File: src/design/hts_pkg.sv
// Package for the heater thermal safety monitor.
// Holds the item, configuration and fault types and the fixed constants.
// No dependencies.
package hts_pkg;

  localparam int TEMP_W  = 16;
  localparam int TIME_W  = 32;
  localparam int DRIVE_W = 8;
  localparam int CFG_W   = 20;
  localparam int LIM_W   = 15;
  localparam int PER_W   = 20;
  localparam int IDX_W   = 3;

  localparam logic signed [TEMP_W-1:0] MIN_TEMP_LIMIT  = 16'sd80;
  localparam logic signed [TEMP_W-1:0] NO_HISTORY_TEMP = -16'sd16;

  localparam logic [LIM_W-1:0]   RST_MAX_TEMP_LIMIT      = 15'd4800;
  localparam logic [LIM_W-1:0]   RST_MAX_STEP_CHANGE     = 15'd160;
  localparam logic [LIM_W-1:0]   RST_HOLD_WINDOW         = 15'd80;
  localparam logic [DRIVE_W-1:0] RST_MIN_DRIVE_FOR_WATCH = 8'd128;
  localparam logic [PER_W-1:0]   RST_HEAT_PERIOD_MS      = 20'd20000;
  localparam logic [LIM_W-1:0]   RST_HEAT_MIN_RISE       = 15'd32;
  localparam logic [LIM_W-1:0]   RST_HOLD_MAX_DROP       = 15'd160;
  localparam logic [PER_W-1:0]   RST_HOLD_PERIOD_MS      = 20'd30000;

  typedef enum logic [2:0] {
    FAULT_OK,
    FAULT_OVER_TEMP,
    FAULT_UNDER_TEMP,
    FAULT_JUMP,
    FAULT_RUNAWAY
  } fault_t;

  typedef enum logic [IDX_W-1:0] {
    CFG_MAX_TEMP_LIMIT,
    CFG_MAX_STEP_CHANGE,
    CFG_HOLD_WINDOW,
    CFG_MIN_DRIVE_FOR_WATCH,
    CFG_HEAT_PERIOD_MS,
    CFG_HEAT_MIN_RISE,
    CFG_HOLD_MAX_DROP,
    CFG_HOLD_PERIOD_MS
  } cfg_idx_t;

  typedef struct packed {
    logic                     mode;
    logic signed [TEMP_W-1:0] meas_temp;
    logic signed [TEMP_W-1:0] set_temp;
    logic [DRIVE_W-1:0]       drive_level;
    logic [TIME_W-1:0]        now_ms;
  } hts_item_t;

  typedef struct packed {
    logic [LIM_W-1:0]   max_temp_limit;
    logic [LIM_W-1:0]   max_step_change;
    logic [LIM_W-1:0]   hold_window;
    logic [DRIVE_W-1:0] min_drive_for_watch;
    logic [PER_W-1:0]   heat_period_ms;
    logic [LIM_W-1:0]   heat_min_rise;
    logic [LIM_W-1:0]   hold_max_drop;
    logic [PER_W-1:0]   hold_period_ms;
  } hts_cfg_t;

endpackage

File: src/design/hts_in_if.sv
// Input channel of the heater thermal safety monitor: valid, ready, sample fields.
// No dependencies.
interface hts_in_if;
  logic               valid;
  logic               ready;
  logic               mode;
  logic signed [15:0] meas_temp;
  logic signed [15:0] set_temp;
  logic [7:0]         drive_level;
  logic [31:0]        now_ms;

  modport source (output valid, mode, meas_temp, set_temp, drive_level, now_ms,
                  input ready);
  modport sink (input valid, mode, meas_temp, set_temp, drive_level, now_ms,
                output ready);
endinterface

File: src/design/hts_out_if.sv
// Result channel of the heater thermal safety monitor: valid, ready, fault code.
// No dependencies.
interface hts_out_if;
  logic       valid;
  logic       ready;
  logic [2:0] fault;

  modport source (output valid, fault, input ready);
  modport sink (input valid, fault, output ready);
endinterface

File: src/design/heater_thermal_safety_monitor_top.sv
// Top level of the heater thermal safety monitor.
// Depends on hts_pkg, hts_in_if, hts_out_if, hts_cfg_regs and hts_core.
//
//   channel   dir   handshake      payload
//   in_ch     in    valid/ready    mode, meas_temp, set_temp, drive_level, now_ms
//   out_ch    out   valid/ready    fault
//   cfg_*     in    cfg_we         cfg_idx, cfg_wdata
//
// One sample per cycle unless the result side stalls.
// Stage one is the input register, the check logic sits between it and the result register.
// Reset: all history and the output stage clear, registers take their default values.
// A stalled result holds stage one; the input side takes a new item whenever stage one drains.
module heater_thermal_safety_monitor_top (
  input  logic                      clk,
  input  logic                      rst_n,
  hts_in_if.sink                    in_ch,
  hts_out_if.source                 out_ch,
  input  logic                      cfg_we,
  input  logic [hts_pkg::IDX_W-1:0] cfg_idx,
  input  logic [hts_pkg::CFG_W-1:0] cfg_wdata
);
  import hts_pkg::*;

  hts_item_t s1_r;
  logic      s1_valid_r;
  logic      out_valid_r;
  fault_t    out_fault_r;
  hts_cfg_t  cfg;
  fault_t    fault;
  logic      advance;
  logic      in_xfer;

  assign advance      = s1_valid_r && (!out_valid_r || out_ch.ready);
  assign in_ch.ready  = !s1_valid_r || advance;
  assign in_xfer      = in_ch.valid && in_ch.ready;

  hts_cfg_regs u_cfg (
    .clk       (clk),
    .rst_n     (rst_n),
    .cfg_we    (cfg_we),
    .cfg_idx   (cfg_idx),
    .cfg_wdata (cfg_wdata),
    .cfg       (cfg)
  );

  hts_core u_core (
    .clk   (clk),
    .rst_n (rst_n),
    .en    (advance),
    .item  (s1_r),
    .cfg   (cfg),
    .fault (fault)
  );

  always_ff @(posedge clk) begin
    if (!rst_n) begin
      s1_valid_r  <= 1'b0;
      out_valid_r <= 1'b0;
    end else begin
      if (in_xfer) begin
        s1_valid_r <= 1'b1;
      end else if (advance) begin
        s1_valid_r <= 1'b0;
      end
      if (advance) begin
        out_valid_r <= 1'b1;
      end else if (out_ch.ready) begin
        out_valid_r <= 1'b0;
      end
    end
  end

  always_ff @(posedge clk) begin
    if (in_xfer) begin
      s1_r.mode        <= in_ch.mode;
      s1_r.meas_temp   <= in_ch.meas_temp;
      s1_r.set_temp    <= in_ch.set_temp;
      s1_r.drive_level <= in_ch.drive_level;
      s1_r.now_ms      <= in_ch.now_ms;
    end
    if (advance) begin
      out_fault_r <= fault;
    end
  end

  assign out_ch.valid = out_valid_r;
  assign out_ch.fault = out_fault_r;

`ifndef SYNTH
  a_advance_fills_out: assert property (@(posedge clk) disable iff (!rst_n)
    advance |=> out_valid_r)
    else $error("result lost after stage advance");
  a_clear_gives_ok: assert property (@(posedge clk) disable iff (!rst_n)
    advance && s1_r.mode |=> out_fault_r == FAULT_OK)
    else $error("clear item reported a fault");
  a_fault_code_range: assert property (@(posedge clk) disable iff (!rst_n)
    out_valid_r |-> out_fault_r <= FAULT_RUNAWAY)
    else $error("fault code out of range");
`endif

endmodule

File: src/design/hts_cfg_regs.sv
// Configuration register file of the heater thermal safety monitor.
// Depends on hts_pkg.
module hts_cfg_regs (
  input  logic                        clk,
  input  logic                        rst_n,
  input  logic                        cfg_we,
  input  logic [hts_pkg::IDX_W-1:0]   cfg_idx,
  input  logic [hts_pkg::CFG_W-1:0]   cfg_wdata,
  output hts_pkg::hts_cfg_t           cfg
);
  import hts_pkg::*;

  hts_cfg_t cfg_r;
  hts_cfg_t cfg_nxt;

  always_comb begin
    cfg_nxt = cfg_r;
    if (cfg_we) begin
      case (cfg_idx_t'(cfg_idx))
        CFG_MAX_TEMP_LIMIT:      cfg_nxt.max_temp_limit      = cfg_wdata[LIM_W-1:0];
        CFG_MAX_STEP_CHANGE:     cfg_nxt.max_step_change     = cfg_wdata[LIM_W-1:0];
        CFG_HOLD_WINDOW:         cfg_nxt.hold_window         = cfg_wdata[LIM_W-1:0];
        CFG_MIN_DRIVE_FOR_WATCH: cfg_nxt.min_drive_for_watch = cfg_wdata[DRIVE_W-1:0];
        CFG_HEAT_PERIOD_MS:      cfg_nxt.heat_period_ms      = cfg_wdata[PER_W-1:0];
        CFG_HEAT_MIN_RISE:       cfg_nxt.heat_min_rise       = cfg_wdata[LIM_W-1:0];
        CFG_HOLD_MAX_DROP:       cfg_nxt.hold_max_drop       = cfg_wdata[LIM_W-1:0];
        CFG_HOLD_PERIOD_MS:      cfg_nxt.hold_period_ms      = cfg_wdata[PER_W-1:0];
        default:                 cfg_nxt = cfg_r;
      endcase
    end
  end

  always_ff @(posedge clk) begin
    if (!rst_n) begin
      cfg_r.max_temp_limit      <= RST_MAX_TEMP_LIMIT;
      cfg_r.max_step_change     <= RST_MAX_STEP_CHANGE;
      cfg_r.hold_window         <= RST_HOLD_WINDOW;
      cfg_r.min_drive_for_watch <= RST_MIN_DRIVE_FOR_WATCH;
      cfg_r.heat_period_ms      <= RST_HEAT_PERIOD_MS;
      cfg_r.heat_min_rise       <= RST_HEAT_MIN_RISE;
      cfg_r.hold_max_drop       <= RST_HOLD_MAX_DROP;
      cfg_r.hold_period_ms      <= RST_HOLD_PERIOD_MS;
    end else begin
      cfg_r <= cfg_nxt;
    end
  end

  assign cfg = cfg_r;

endmodule

File: src/design/hts_core.sv
// Check logic and history state of the heater thermal safety monitor.
// Evaluates one sample per enabled cycle and updates the history registers.
// Depends on hts_pkg.
module hts_core (
  input  logic               clk,
  input  logic               rst_n,
  input  logic               en,
  input  hts_pkg::hts_item_t item,
  input  hts_pkg::hts_cfg_t  cfg,
  output hts_pkg::fault_t    fault
);
  import hts_pkg::*;

  logic signed [TEMP_W-1:0] last_temp_r, last_temp_nxt;
  logic                     heat_watching_r, heat_watching_nxt;
  logic [TIME_W-1:0]        heat_start_time_r, heat_start_time_nxt;
  logic signed [TEMP_W-1:0] heat_start_temp_r, heat_start_temp_nxt;
  logic                     hold_on_r, hold_on_nxt;
  logic                     hold_armed_r, hold_armed_nxt;
  logic [TIME_W-1:0]        hold_drop_time_r, hold_drop_time_nxt;

  logic signed [TEMP_W:0] cur17;
  logic signed [TEMP_W:0] tgt17;
  logic signed [TEMP_W:0] below;
  logic signed [TEMP_W:0] step;
  logic [TEMP_W:0]        step_abs;
  logic signed [TEMP_W:0] rise;
  logic                   target_on;
  logic                   over_temp;
  logic                   under_temp;
  logic                   jump;
  logic                   heating;
  logic                   in_hold;
  logic                   heat_due;
  logic                   hold_due;
  logic                   drop_big;
  logic [TIME_W-1:0]      heat_elapsed;
  logic [TIME_W-1:0]      hold_elapsed;

  assign cur17      = $signed({item.meas_temp[TEMP_W-1], item.meas_temp});
  assign tgt17      = $signed({item.set_temp[TEMP_W-1], item.set_temp});
  assign below      = tgt17 - cur17;
  assign target_on  = item.set_temp > 16'sd0;
  assign over_temp  = cur17 >= $signed({2'b00, cfg.max_temp_limit});
  assign under_temp = target_on && (item.meas_temp < MIN_TEMP_LIMIT);
  assign step       = cur17 - $signed({last_temp_r[TEMP_W-1], last_temp_r});
  assign step_abs   = step[TEMP_W] ? (TEMP_W+1)'(-step) : (TEMP_W+1)'(step);
  assign jump       = !last_temp_r[TEMP_W-1] && (step_abs > {2'b00, cfg.max_step_change});
  assign heating    = target_on && (below > $signed({2'b00, cfg.hold_window}))
                      && (item.drive_level >= cfg.min_drive_for_watch);
  assign in_hold    = target_on && (below <= $signed({2'b00, cfg.hold_window}));
  assign heat_elapsed = item.now_ms - heat_start_time_r;
  assign hold_elapsed = item.now_ms - hold_drop_time_r;
  assign heat_due   = heat_elapsed >= {{(TIME_W-PER_W){1'b0}}, cfg.heat_period_ms};
  assign hold_due   = hold_elapsed >= {{(TIME_W-PER_W){1'b0}}, cfg.hold_period_ms};
  assign rise       = cur17 - $signed({heat_start_temp_r[TEMP_W-1], heat_start_temp_r});
  assign drop_big   = below > $signed({2'b00, cfg.hold_max_drop});

  always_comb begin
    last_temp_nxt       = last_temp_r;
    heat_watching_nxt   = heat_watching_r;
    heat_start_time_nxt = heat_start_time_r;
    heat_start_temp_nxt = heat_start_temp_r;
    hold_on_nxt         = hold_on_r;
    hold_armed_nxt      = hold_armed_r;
    hold_drop_time_nxt  = hold_drop_time_r;
    fault               = FAULT_OK;
    if (item.mode) begin
      last_temp_nxt     = NO_HISTORY_TEMP;
      heat_watching_nxt = 1'b0;
      hold_on_nxt       = 1'b0;
      hold_armed_nxt    = 1'b0;
    end else if (over_temp) begin
      fault = FAULT_OVER_TEMP;
    end else if (under_temp) begin
      fault = FAULT_UNDER_TEMP;
    end else if (jump) begin
      fault = FAULT_JUMP;
    end else begin
      last_temp_nxt = item.meas_temp;
      if (heating && !heat_watching_r) begin
        heat_watching_nxt   = 1'b1;
        heat_start_time_nxt = item.now_ms;
        heat_start_temp_nxt = item.meas_temp;
      end else if (!heating) begin
        heat_watching_nxt = 1'b0;
      end else if (heat_due) begin
        if (rise < $signed({2'b00, cfg.heat_min_rise})) begin
          fault = FAULT_RUNAWAY;
        end else begin
          heat_start_time_nxt = item.now_ms;
          heat_start_temp_nxt = item.meas_temp;
        end
      end
      if (fault == FAULT_OK) begin
        if (in_hold && !hold_on_r) begin
          hold_on_nxt    = 1'b1;
          hold_armed_nxt = 1'b0;
        end else if (!in_hold && target_on) begin
          hold_on_nxt    = 1'b0;
          hold_armed_nxt = 1'b0;
        end
        if (hold_on_nxt) begin
          if (drop_big) begin
            if (!hold_armed_nxt) begin
              hold_armed_nxt     = 1'b1;
              hold_drop_time_nxt = item.now_ms;
            end else if (hold_due) begin
              fault = FAULT_RUNAWAY;
            end
          end else begin
            hold_armed_nxt = 1'b0;
          end
        end
      end
    end
  end

  always_ff @(posedge clk) begin
    if (!rst_n) begin
      last_temp_r       <= NO_HISTORY_TEMP;
      heat_watching_r   <= 1'b0;
      heat_start_time_r <= '0;
      heat_start_temp_r <= '0;
      hold_on_r         <= 1'b0;
      hold_armed_r      <= 1'b0;
      hold_drop_time_r  <= '0;
    end else if (en) begin
      last_temp_r       <= last_temp_nxt;
      heat_watching_r   <= heat_watching_nxt;
      heat_start_time_r <= heat_start_time_nxt;
      heat_start_temp_r <= heat_start_temp_nxt;
      hold_on_r         <= hold_on_nxt;
      hold_armed_r      <= hold_armed_nxt;
      hold_drop_time_r  <= hold_drop_time_nxt;
    end
  end

`ifndef SYNTH
  a_clear_history: assert property (@(posedge clk) disable iff (!rst_n)
    en && item.mode |=> last_temp_r == NO_HISTORY_TEMP && !heat_watching_r
                        && !hold_on_r && !hold_armed_r)
    else $error("history not cleared");
  a_jump_keeps_last: assert property (@(posedge clk) disable iff (!rst_n)
    en && fault == FAULT_JUMP |=> $stable(last_temp_r))
    else $error("jump sample stored");
  a_armed_needs_hold: assert property (@(posedge clk) disable iff (!rst_n)
    hold_armed_r |-> hold_on_r)
    else $error("hold timer armed outside hold phase");
`endif

endmodule

File: src/flat_wrapper.sv
// flat-port wrapper written by rule: the top's interface ports become plain ports
module heater_thermal_safety_monitor_top_flat import hts_pkg::*;
  (clk, rst_n, cfg_we, cfg_idx, cfg_wdata, in_ch_valid, in_ch_mode, in_ch_meas_temp, in_ch_set_temp, in_ch_drive_level, in_ch_now_ms, in_ch_ready, out_ch_valid, out_ch_fault, out_ch_ready);
  hts_in_if in_ch_i ();
  hts_out_if out_ch_i ();
  input  logic clk;
  input  logic rst_n;
  input  logic cfg_we;
  input  logic [hts_pkg::IDX_W-1:0] cfg_idx;
  input  logic [hts_pkg::CFG_W-1:0] cfg_wdata;
  input wire logic [$bits(in_ch_i.valid)-1:0] in_ch_valid;
  input wire logic [$bits(in_ch_i.mode)-1:0] in_ch_mode;
  input wire logic [$bits(in_ch_i.meas_temp)-1:0] in_ch_meas_temp;
  input wire logic [$bits(in_ch_i.set_temp)-1:0] in_ch_set_temp;
  input wire logic [$bits(in_ch_i.drive_level)-1:0] in_ch_drive_level;
  input wire logic [$bits(in_ch_i.now_ms)-1:0] in_ch_now_ms;
  output wire logic [$bits(in_ch_i.ready)-1:0] in_ch_ready;
  output wire logic [$bits(out_ch_i.valid)-1:0] out_ch_valid;
  output wire logic [$bits(out_ch_i.fault)-1:0] out_ch_fault;
  input wire logic [$bits(out_ch_i.ready)-1:0] out_ch_ready;
  assign in_ch_i.valid = in_ch_valid;
  assign in_ch_i.mode = in_ch_mode;
  assign in_ch_i.meas_temp = in_ch_meas_temp;
  assign in_ch_i.set_temp = in_ch_set_temp;
  assign in_ch_i.drive_level = in_ch_drive_level;
  assign in_ch_i.now_ms = in_ch_now_ms;
  assign in_ch_ready = in_ch_i.ready;
  assign out_ch_valid = out_ch_i.valid;
  assign out_ch_fault = out_ch_i.fault;
  assign out_ch_i.ready = out_ch_ready;
  heater_thermal_safety_monitor_top u_core (.clk(clk), .rst_n(rst_n), .in_ch(in_ch_i), .out_ch(out_ch_i), .cfg_we(cfg_we), .cfg_idx(cfg_idx), .cfg_wdata(cfg_wdata));
endmodule
File: config.mk
export PLATFORM = sky130hd
export DESIGN_NAME = heater_thermal_safety_monitor_top_flat
export DESIGN_NICKNAME = d
export VERILOG_FILES = /design/src/design/hts_pkg.sv /design/src/design/hts_in_if.sv /design/src/design/hts_out_if.sv /design/src/design/heater_thermal_safety_monitor_top.sv /design/src/design/hts_cfg_regs.sv /design/src/design/hts_core.sv /design/src/flat_wrapper.sv
export SDC_FILE = /design/constraint.sdc
export NUM_CORES = 1
export LEC_CHECK = 0
export ABC_AREA = 1
export BUFFER_PORTS_ARGS = -buffer_cell sky130_fd_sc_hd__buf_2
export CAP_MARGIN = 30
export CELL_PAD_IN_SITES_DETAIL_PLACEMENT = 0
export CELL_PAD_IN_SITES_GLOBAL_PLACEMENT = 2
export CORE_UTILIZATION = 39
export CTS_CLUSTER_SIZE = 12
export DETAILED_ROUTE_END_ITERATION = 10
export GPL_ROUTABILITY_DRIVEN = 0
export GPL_TIMING_DRIVEN = 0
export PLACE_DENSITY = 0.87
export SYNTH_ARGS = -nofsm -noshare
export SYNTH_HDL_FRONTEND = slang
export SYNTH_SLANG_ARGS = --single-unit
File: constraint.sdc
create_clock -name clk -period 7.04 [get_ports clk]
set_clock_uncertainty 0.1 [all_clocks]
set_input_delay 1.408 -clock clk [delete_from_list [all_inputs] [get_ports clk]]
set_output_delay 1.408 -clock clk [all_outputs]
set_load 0.02 [all_outputs]
==> results of run 1 <==
[layout by cell type, fill, tap and decap left out, types with 6 or more instances in the layout]
master     netlist  routed
nand2_1        685     685
inv_1          477     476
nor2_1         331     331
a21oi_1        260     260
ha_1           233     233
dfxtp_1        224     224
o21ai_0        155     155
buf_2           14     117
nand3_1        106     106
edfxtp_1        76      76
o21ai_1         57      57
xor2_1          53      53
clkbuf_1        47      53
nand4_1         41      41
nor3_2          39      39
clkbuf_16        0      39
xnor2_1         32      32
nor3_1          31      31
o211ai_1        18      18
o21bai_1        16      16
a21o_1          12      12
nor4_1          11      11
a21boi_0         9       9
a31oi_1          9       9
a211oi_1         9       9
nand3b_1         7       7
buf_4            7       7
nand2_2          6       6
buf_6            5       6
clkbuf_8         0       6
[routing by layer]
metal / GRT usage / share of wire
met5: 0 / 0
met4: 0.0943 / 0.036
met3: 0.0271 / 0.035
met2: 0.435 / 0.47
met1: 0.312 / 0.45
[sequential cells by signal (all words and copies together) (netlist names)]
register and flops:
u_core.out_ch.valid 1, u_core.u_core.last_temp_r 16, u_core.u_cfg.cfg 123, u_core.u_core.heat_start_temp_r 16, u_core.s1_r 73, u_core.u_core.heat_watching_r 1
u_core.s1_valid_r 1, u_core.out_ch.fault 3, u_core.u_core.hold_on_r 1, u_core.u_core.heat_start_time_r 32, u_core.u_core.hold_drop_time_r 32, u_core.u_core.hold_armed_r 1
[layout make-up]
type                       count  area, um^2  area share
multi-input combinational   2158       12300       0.513
sequential                   300        6770       0.283
inverter                     483        1820      0.0760
clock buffer                  52        1090      0.0455
tap                          696         871      0.0365
timing repair buffer         105         554      0.0232
buffer                        74         360      0.0151
clock inverter                17         166     0.00697
[through the flow]
stage               hold WS [ns]  cells  setup slack, ns  utilization  instance area (um^2)
floorplan                  0.328   3015             3.10            -                 21200
global placement           0.337   3814             1.71        0.420                 22600
detailed placement         0.355   3816             1.69        0.420                 22600
CTS                        0.363   3885             1.65        0.444                 23900
global route               0.387   3885             1.26        0.444                 23900
finish                     0.359   3885             1.68        0.444                 23900
[kinds of logic after synthesis]
kind of cell,Yosys count,synth area share
buf+inv,557,0.103
fa+ha+maj,238,0.142
flops,300,0.319
simple gates,1276,0.259
xor+xnor,85,0.0351
compound gates,559,0.142
[power groups by stage]
stage / registers [W] / logic [W] / clock network, W
5_1_grt: 0.00191 / 0.00138 / 0.00208
6_report: 0.00190 / 0.00121 / 0.00197
3_5_place_dp: 0.00194 / 0.00121 / 0
4_1_cts: 0.00190 / 0.00122 / 0.00203
2_1_floorplan: 0.00190 / 0.000865 / 0
3_3_place_gp: 0.00194 / 0.00118 / 0
[worst max-delay path, delay by kind of cell (launching register included)]
family	cells	cell delay (ns)
AND/OR/NAND/NOR	17	1.99
adder cells (fa/ha/maj)	3	0.94
buffers and inverters	4	0.83
flip-flops	1	0.60
AO/OA/AOI/OAI	4	0.56
XOR/XNOR	1	0.21
[path summary, 6_finish.rpt]
path,startpoint,slack [ns],endpoint,depth (start not counted)
max reg2reg,u_core.s1_r[56],1.68,u_core.u_core.hold_drop_time_r[29],29
min,u_core.u_cfg.cfg[101],0.36,u_core.u_cfg.cfg[101],2
max,u_core.s1_r[56],1.68,u_core.u_core.hold_drop_time_r[29],29
min reg2reg,u_core.u_cfg.cfg[101],0.36,u_core.u_cfg.cfg[101],2
==> metrics.md, run 1 <==
| Metric | Value |
|---|---|
| CTS tree | `built` |
| Drt total wl | `roughly 69,000 um` |
| CTS buffer count | `38` |
| Area Overhead vs Synth | `12.6%` |
| Sequential power share | `0.374` |
| Synth Register Bits | `300` |
| Clock Latency Late Sink | `0.57 ns` |
| Pwr dens | `around 210 nW/um^2` |
| Yosys top cell by area | `dfxtp_1` |
| Arrival @ worst endpoint | `5.76 ns` |
| Pin count of the biggest net entering global routing | `64` |
| Number of global-route vias before repair | `19.2k` |
| Synth warn | `0` |
| Top cells by count, synth | `nand2_1 (685), inv_1 (477), nor2_1 (331)` |
| Synthesized area per cell | `7.03 um^2` |
| 1st-iter DRT viols | `1,020` |
| Most used DFF post-synth | `dfxtp_1` |
| Total grt overflow | `0` |
| Slew @ Worst Pin | `1.01 ns` |
| DR vias | `19.6k` |
| Max Clock Freq | `187 MHz` |
| Post-synth EDFFs | `76` |
| Clock group share of total power | `0.388` |
| Drc violations | `0` |
| Starting density of the core | `0.394` |
| Crit share post-route | `0.761` |
| Internal | `0.00343 W` |
| Slew HR | `0.328` |
| Total Routing Usage GR | `0.248` |
| Worst vdd ir | `0.000199 V` |
| Post-Syn Area | `21,200 um^2` |
| Syn_nets | `3,354` |
| Setup TNS | `0 ns` |
| Io pins | `106` |
| Gate power share | `0.238` |
| Via/cell ratio | `5.04` |
| Sequential share of the synthesized area | `0.319` |
| Clk sinks | `300` |
| Total power | `0.00508 W` |
| Final Hold Fails | `0` |
| Postcts setup bufs | `0` |
| Final ANT Viol Nets | `0` |
| Fin nets | `3,499` |
| CTS H-tree lvls | `2` |
| WL per Instance | `17.7 um` |
| Count leader, synth | `nand2_1` |
| DIE WIDTH | `235 um` |
| Num rows | `85` |
| Initial antenna violation count | `0` |
| Die area | `55,300 um^2` |
| CP Max Fanout | `10` |
| Status | `finished, final reports clean` |
| Min cycle time layout | `between 5 and 6 ns` |
| Worst setup EP type | `register` |
| Sw Pwr | `0.00166 W` |
| Clk slew on worst S/H paths | `around 0.060 ns` |
| FFs w/ async S/R, synth | `0` |
| First-pass detailed-route iteration total | `6` |
| # diodes | `0` |
| RSZ-0062 raised after global routing | `false` |
| Fin. max-slew vios | `0` |
| Critical path launch point type | `register` |
| P_leak | `11.1 nW` |
| Max clock buf depth | `3` |
| Largest cells by area after synthesis | `dfxtp_1 (21%), ha_1 (14%), nand2_1 (12%)` |
| Critical path class | `reg2reg` |
| Core area | `approximately 54,000 um^2` |
| Max-Cap Viols | `0` |
| Port bufs | `approximately 100` |
| Max stage delay on crit path | `0.60 ns` |
| CTS resizes | `0` |
| Clock root cell | `clkbuf_16` |
| First-pass GRT wire length | `107,000 um` |
| # setup viols final | `0` |
| Cell variety after synth | `49` |
| Top cell type's share of synthesized area | `0.212` |
| Die Y | `between 200 and 250 um` |
| Net Sw Frac | `0.326` |
| Crit path top cell by count | `nand2_1` |
| Hold WC Path Type | `reg2reg` |
| Filler instances | `5,604` |
| Placed wire-length estimate | `54,500 um` |
| Worst Path Required | `7.44 ns` |
| Proportion of layout cells with a drive suffix above 1 | `0.0806` |
| Crit path max-delay cell type | `edfxtp_1` |
| Post-synthesis cell count | `3,015` |
| Cts-stage hold buffer count | `0` |
Power figures use the tool's default switching activity.
==> run 2: changes to the inputs <==
- CORE_UTILIZATION: 39 -> 36
- PLACE_DENSITY: 0.87 -> 0.81
- clock period: 7.04 -> 5.3 ns (I/O delays scaled with it)
==> run 2 against run 1 <==
  * Cell area is 1.5% higher
  * Total power is 37% higher
  * Via count is 0.52% higher
  * Sequential share of layout area is 0.43 points lower
  * Maximum frequency is 7.7% higher
  * Register-to-register slack worse by 1.4 ns
  * Critical endpoint is now u_core.out_ch.fault[2]
==> metrics.md, run 2 (same netlist as run 1, synthesis figures left out) <==
| Metric | Value |
|---|---|
| Area Overhead vs Synth | `14.4% (was 12.6%)` |
| CP Max Fanout | `7 (was 10)` |
| Proportion of layout cells with a drive suffix above 1 | `0.0885 (was 0.0806)` |
| Die Y | `245 um (was 235 um)` |
| Fin nets | `3,518 (was 3,499)` |
| Slew @ Worst Pin | `0.839 ns (was 1.01 ns)` |
| Core area | `57,900 um^2 (was 53,800 um^2)` |
| Sequential power share | `0.362 (was 0.374)` |
| CTS tree | `built (unchanged)` |
| Clk sinks | `300 (unchanged)` |
| Setup TNS | `0 ns (unchanged)` |
| P_leak | `11.3 nW (was 11.1 nW)` |
| Slew HR | `0.441 (was 0.328)` |
| DR vias | `19.7k (was 19.6k)` |
| Die area | `59,900 um^2 (was 55,300 um^2)` |
| CTS H-tree lvls | `2 (unchanged)` |
| Via/cell ratio | `4.94 (was 5.04)` |
| Critical Path, Cell by Cell | `inv_1 -> ha_1 -> nand2_1 -> inv_1 -> a21boi_0 -> nand2_1 -> a21oi_1 -> o21bai_1 -> xor2_1 -> ha_1 -> nand2_1 -> nor3_1 -> nand4_1 -> nor3_2 -> nand3_1 -> nand2_1 -> inv_1 -> nand4_1 -> nor2_1 -> nand2_1 -> nand4_1 -> nand2_1 -> a21oi_1` |
| Starting density of the core | `0.366 (was 0.394)` |
| Total Routing Usage GR | `0.234 (was 0.248)` |
| Core Util, Final | `0.419 (was 0.444)` |
| Final Hold Fails | `0 (unchanged)` |
| Arrival @ worst endpoint | `5.18 ns (was 5.76 ns)` |
| WL per Instance | `17.7 um (about the same)` |
| Commonest non-fill, non-tap cell in the layout | `nand2_1 (unchanged)` |
| R2R setup slack | `0.32 ns (was 1.68 ns)` |
| Io pins | `106 (unchanged)` |
| Critical path class | `reg2reg (unchanged)` |
| Max Clock Freq | `201 MHz (was 187 MHz)` |
| Max stage delay on crit path | `0.74 ns (was 0.60 ns)` |
| Initial antenna violation count | `3 (was 0)` |
| Worst Path Required | `5.50 ns (was 7.44 ns)` |
| Fin worst setup slack | `0.325 ns (was 1.68 ns)` |
| Worst setup EP type | `register (unchanged)` |
| Crit path max-delay cell type | `edfxtp_1 (unchanged)` |
| Clock Latency Late Sink | `0.58 ns (was 0.57 ns)` |
| Crit share post-route | `0.939 (was 0.761)` |
| Gate power share | `0.235 (was 0.238)` |
| Pwr dens | `287 nW/um^2 (was 213 nW/um^2)` |
| Pin count of the biggest net entering global routing | `38 (was 64)` |
| Filler instances | `6,138 (was 5,604)` |
| First-pass detailed-route iteration total | `5 (was 6)` |
| Fin. max-slew vios | `0 (unchanged)` |
| Worst vdd ir | `0.000262 V (was 0.000199 V)` |
| Status | `finished, final reports clean (unchanged)` |
| Max clock buf depth | `3 (unchanged)` |
| DIE WIDTH | `245 um (was 235 um)` |
| Commonest non-fill, non-tap cells in the layout | `nand2_1 (685), inv_1 (475), nor2_1 (331) (was nand2_1 (685), inv_1 (476), nor2_1 (331))` |
| Clock root cell | `clkbuf_16 (unchanged)` |
| Net Sw Frac | `0.320 (was 0.326)` |
| # setup viols final | `0 (unchanged)` |
| Max-Cap Viols | `0 (unchanged)` |
| Drt total wl | `70,400 um (was 68,700 um)` |
| Sw Pwr | `0.00222 W (was 0.00166 W)` |
| Internal | `0.00473 W (was 0.00343 W)` |
| Placed wire-length estimate | `55,900 um (was 54,500 um)` |
| Clock group share of total power | `0.404 (was 0.388)` |
| Drc violations | `0 (unchanged)` |
| RSZ-0062 raised after global routing | `false (unchanged)` |
| Hold WC Path Type | `reg2reg (unchanged)` |
| Crit path top cell by count | `nand2_1 (unchanged)` |
| Cells after DPL | `3,886 (was 3,816)` |
| Dpl ws | `-0.0576 ns (was 1.69 ns)` |
| CTS buffer count | `39 (was 38)` |
| Cts-stage hold buffer count | `0 (unchanged)` |
| Max reg flops | `123 (unchanged)` |
| Critical path launch point type | `register (unchanged)` |
| First-pass GRT wire length | `107,000 um (about the same)` |
| Layout Cells excl Fill | `3,978 (was 3,885)` |
| Total grt overflow | `0 (unchanged)` |
| 1st-iter DRT viols | `975 (was 1,020)` |
| Number of global-route vias before repair | `18.9k (was 19.2k)` |
| Clk slew on worst S/H paths | `0.06 ns (about the same)` |
| Final ANT Viol Nets | `0 (unchanged)` |
| Port bufs | `103 (unchanged)` |
| Min cycle time layout | `4.98 ns (was 5.36 ns)` |
| Num rows | `88 (was 85)` |
==> run 2: power groups by stage <==
stage / logic, W / clock network [W] / registers, W
6_report: 0.00163 / 0.00281 / 0.00252
5_1_grt: 0.00187 / 0.00296 / 0.00252
4_1_cts: 0.00162 / 0.00288 / 0.00253
3_5_place_dp: 0.00161 / 0 / 0.00258
3_3_place_gp: 0.00157 / 0 / 0.00258
2_1_floorplan: 0.00115 / 0 / 0.00253
==> run 2: area by class of cell <==
cell class / instances / area, um^2 / area share
Multi-Input combinational cell: 2158 / 12300 / 0.506
Clock buffer: 52 / 1100 / 0.0453
Clock inverter: 20 / 250 / 0.0103
Antenna cell: 3 / 7.51 / 0.000310
Sequential cell: 300 / 6770 / 0.279
Buffer: 74 / 373 / 0.0154
Tap cell: 765 / 957 / 0.0395
Inverter: 483 / 1820 / 0.0749
Timing Repair Buffer: 123 / 706 / 0.0291
==> run 2: what timing repair did <==
action                     CTS  global route
setup endpoints to repair   16           100
gates resized for setup      1            15
setup buffers                2            15
==> run 2: path summary, 6_finish.rpt <==
kind	endpoint	start	cells after the start
max	u_core.out_ch.fault[2]	u_core.s1_r[62]	23
min	u_core.u_cfg.cfg[76]	u_core.u_cfg.cfg[76]	2
max reg2reg	u_core.out_ch.fault[2]	u_core.s1_r[62]	23
min reg2reg	u_core.u_cfg.cfg[76]	u_core.u_cfg.cfg[76]	2
==> run 2: routing by layer <==
layer  share of wire  global-route usage  wire length (um)
met1            0.45               0.292             31500
met2            0.47               0.400             33100
met3           0.044              0.0332              3100
met4           0.039               0.100              2740
met5               0                   0                 0
==> run 2: worst max-delay path: cells and delay by family, from the launching register on <==
kind / cells / cell delay [ns]
DFF: 1 / 0.74
and+or+nand+nor: 13 / 2.18
buffers and inverters: 3 / 0.20
xor gates and xnor gates: 1 / 0.19
AOI/OAI and AO/OA: 4 / 0.61
adders and majority gates: 2 / 0.68
==> run 2: metrics by stage <==
step,total power [W],hold WS (ns),area (um^2)
after floorplan,0.00368,0.328,21200
after global placement,0.00415,0.337,22700
after detailed placement,0.00419,0.343,22700
after CTS,0.00703,0.354,24100
after global routing,0.00736,0.382,24200
final,0.00696,0.358,24200
==> run 3: changes to the inputs <==
- CORE_ASPECT_RATIO: unset -> 1.25
==> run 3 against run 2 <==
  * Count of clock-buffer cells in the layout decreased by 3
  * Flip-flop and latch count unchanged
  * Register-to-register slack gained 0.05 ns
  * Final cell count fell by 0.53%
  * Via count rose by 0.10%
  * Worst hold slack worse by 0.0019 ns
  * Global-route usage increased by 1.0 points
  * Wire length up 2.9%
  * Cell area fell by 0.61%
  * Critical endpoint is now u_core.u_core.hold_drop_time_r[29]
  * Total power is 3.2% lower
==> metrics.md, run 3 (same netlist as run 1, synthesis figures left out) <==
| Metric | Value |
|---|---|
| Status | `finished, final reports clean (unchanged)` |
| Crit path max-delay cell type | `edfxtp_1 (unchanged)` |
| Cts-stage hold buffer count | `0 (unchanged)` |
| Num rows | `99 (was 88)` |
| Min cycle time layout | `4.93 ns (was 4.98 ns)` |
| Io pins | `106 (unchanged)` |
| Final ANT Viol Nets | `0 (unchanged)` |
| Proportion of layout cells with a drive suffix above 1 | `0.0870 (was 0.0885)` |
| # setup viols final | `0 (unchanged)` |
| Total Routing Usage GR | `0.244 (was 0.234)` |
| Max stage delay on crit path | `0.53 ns (was 0.74 ns)` |
| Clock group share of total power | `0.382 (was 0.404)` |
| Starting density of the core | `0.363 (was 0.366)` |
| Critical path launch point type | `register (unchanged)` |
| Drc violations | `0 (unchanged)` |
| 1st-iter DRT viols | `897 (was 975)` |
| Number of global-route vias before repair | `19.5k (was 18.9k)` |
| First-pass GRT wire length | `111,000 um (was 107,000 um)` |
| Commonest non-fill, non-tap cell in the layout | `nand2_1 (unchanged)` |
| Crit share post-route | `0.930 (was 0.939)` |
| Clk sinks | `300 (unchanged)` |
| Gate power share | `0.243 (was 0.235)` |
| Hold WC Path Type | `reg2reg (unchanged)` |
| Slew HR | `0.337 (was 0.441)` |
| Die Y | `273 um (was 245 um)` |
| R2R setup slack | `0.37 ns (was 0.32 ns)` |
| Dpl cell area | `22,700 um^2 (about the same)` |
| Max reg flops | `123 (unchanged)` |
| Internal | `0.00454 W (was 0.00473 W)` |
| Area Overhead vs Synth | `13.7% (was 14.4%)` |
| Clock Latency Late Sink | `0.57 ns (was 0.58 ns)` |
| Port bufs | `103 (unchanged)` |
| RSZ-0062 raised after global routing | `true (was false)` |
| Dpl ws | `-0.187 ns (was -0.0576 ns)` |
| WL per Instance | `18.3 um (was 17.7 um)` |
| Crit path top cell by count | `nand2_1 (unchanged)` |
| Pin count of the biggest net entering global routing | `64 (was 38)` |
| Worst setup EP type | `register (unchanged)` |
| CP Max Fanout | `10 (was 7)` |
| Fin nets | `3,509 (was 3,518)` |
| Critical path class | `reg2reg (unchanged)` |
| Pwr dens | `280 nW/um^2 (was 287 nW/um^2)` |
| FF-to-FF Start | `u_core.s1_r[56] (was u_core.s1_r[62])` |
| FF+latch area | `6770 um^2 (unchanged)` |
| Clock root cell | `clkbuf_16 (unchanged)` |
| CTS H-tree lvls | `2 (unchanged)` |
| First-pass detailed-route iteration total | `6 (was 5)` |
| Worst vdd ir | `0.000299 V (was 0.000262 V)` |
| Total grt overflow | `0 (unchanged)` |
| Worst Path Required | `5.70 ns (was 5.50 ns)` |
| Commonest non-fill, non-tap cells in the layout | `nand2_1 (685), inv_1 (474), nor2_1 (328) (was nand2_1 (685), inv_1 (475), nor2_1 (331))` |
| Net Sw Frac | `0.327 (was 0.320)` |
| Core area | `58,300 um^2 (was 57,900 um^2)` |
| Filler instances | `6,159 (was 6,138)` |
| Max clock buf depth | `3 (unchanged)` |
| CTS buffer count | `37 (was 39)` |
| Initial antenna violation count | `2 (was 3)` |
| Slew @ Worst Pin | `0.994 ns (was 0.839 ns)` |
| Clk slew on worst S/H paths | `0.06 ns (about the same)` |
| DR vias | `19.7k (about the same)` |
| Die area | `59,900 um^2 (about the same)` |
| Drt total wl | `72,500 um (was 70,400 um)` |
| Max-Cap Viols | `0 (unchanged)` |
| Placed wire-length estimate | `57,200 um (was 55,900 um)` |
| P_leak | `11.2 nW (was 11.3 nW)` |
| Worst Hold Launch | `u_core.u_core.heat_start_temp_r[15] (was u_core.u_cfg.cfg[76])` |
| Post-route cell area | `24,100 um^2 (was 24,200 um^2)` |
| CTS tree | `built (unchanged)` |
| Via/cell ratio | `4.98 (was 4.94)` |
| Final Hold Fails | `0 (unchanged)` |
| Crit path launch | `u_core.s1_r[56] (was u_core.s1_r[62])` |
| Fin worst setup slack | `0.371 ns (was 0.325 ns)` |
| Max Clock Freq | `203 MHz (was 201 MHz)` |
| Sw Pwr | `0.00220 W (was 0.00222 W)` |
| Sequential power share | `0.375 (was 0.362)` |
| Area of the multi-input gates | `12,300 um^2 (about the same)` |
| Arrival @ worst endpoint | `5.32 ns (was 5.18 ns)` |
| DIE WIDTH | `219 um (was 245 um)` |
| Fin. max-slew vios | `0 (unchanged)` |
==> run 3: cell count changes in the layout (fill, tap and decap cells not counted), sizes merged <==
| cell | previous run | this run |
|---|---|---|
| clkinv | 12 | 9 |
| bufinv | 5 | 3 |
| clkbuf | 101 | 98 |
| buf | 148 | 141 |
| clkinvlp | 1 | 4 |
| inv | 485 | 484 |
==> run 3: repair_timing <==
action / in CTS / in global routing
setup endpoints to repair: 80 / 100
endpoints found under the hold margin: 0 / 0
resized for setup: 1 / 24
gates cloned: 0 / 1
buffers inserted: 8 / 2
==> run 3: critical path: cells and delay by family, from the launching register on <==
kind                       cells  cell delay (ns)
AOI/OAI and AO/OA              3             0.56
xor gates and xnor gates       1             0.27
adders and majority gates      3             0.81
buffers and inverters          4             0.60
DFF                            1             0.53
and+or+nand+nor               15             1.95
==> run 3: worst paths after layout <==
check                           cells past startpoint                             endpoint
worst max-delay path                               26   u_core.u_core.hold_drop_time_r[29]
worst min-delay path                                2  u_core.u_core.heat_start_temp_r[15]
worst max register to register                     26   u_core.u_core.hold_drop_time_r[29]
worst min register to register                      2  u_core.u_core.heat_start_temp_r[15]
==> run 3: cell type report <==
class                      instances  area share
multi-input combinational       2158       0.511
sequential                       300       0.281
inverter                         483      0.0753
clock buffer                      49      0.0424
tap                              757      0.0393
timing repair buffer             116      0.0278
buffer                            74      0.0157
clock inverter                    17     0.00769
antenna                            3    0.000312
==> run 3: power groups by stage <==
stage | combinational, W | sequential [W] | clock (W)
after floorplan | 0.00115 | 0.00253 | 0
after global placement | 0.00158 | 0.00258 | 0
after detailed placement | 0.00161 | 0.00258 | 0
after CTS | 0.00163 | 0.00253 | 0.00265
after global routing | 0.00188 | 0.00253 | 0.00272
final | 0.00164 | 0.00253 | 0.00257
==> run 3: layer usage <==
metal | wire (um) | vias up | track usage
met3 | 2000 | 150 | 0.0237
met1 | 29800 | 9056 | 0.271
met4 | 3880 | 0 | 0.126
li1 | - | 10100 | -
met2 | 36800 | 357 | 0.456
met5 | 0 | - | 0
==> run 3: per-stage QoR <==
stage               hold WS, ns  TNS [ns]  cells  power [W]   util
finish                    0.356         0   3957    0.00674  0.413
CTS                       0.356         0   3951    0.00680  0.411
floorplan                 0.328         0   3015    0.00368      -
global route              0.369    -0.251   3956    0.00713  0.413
global placement          0.339     -6.44   3875    0.00416  0.388
detailed placement        0.345     -5.71   3877    0.00419  0.389
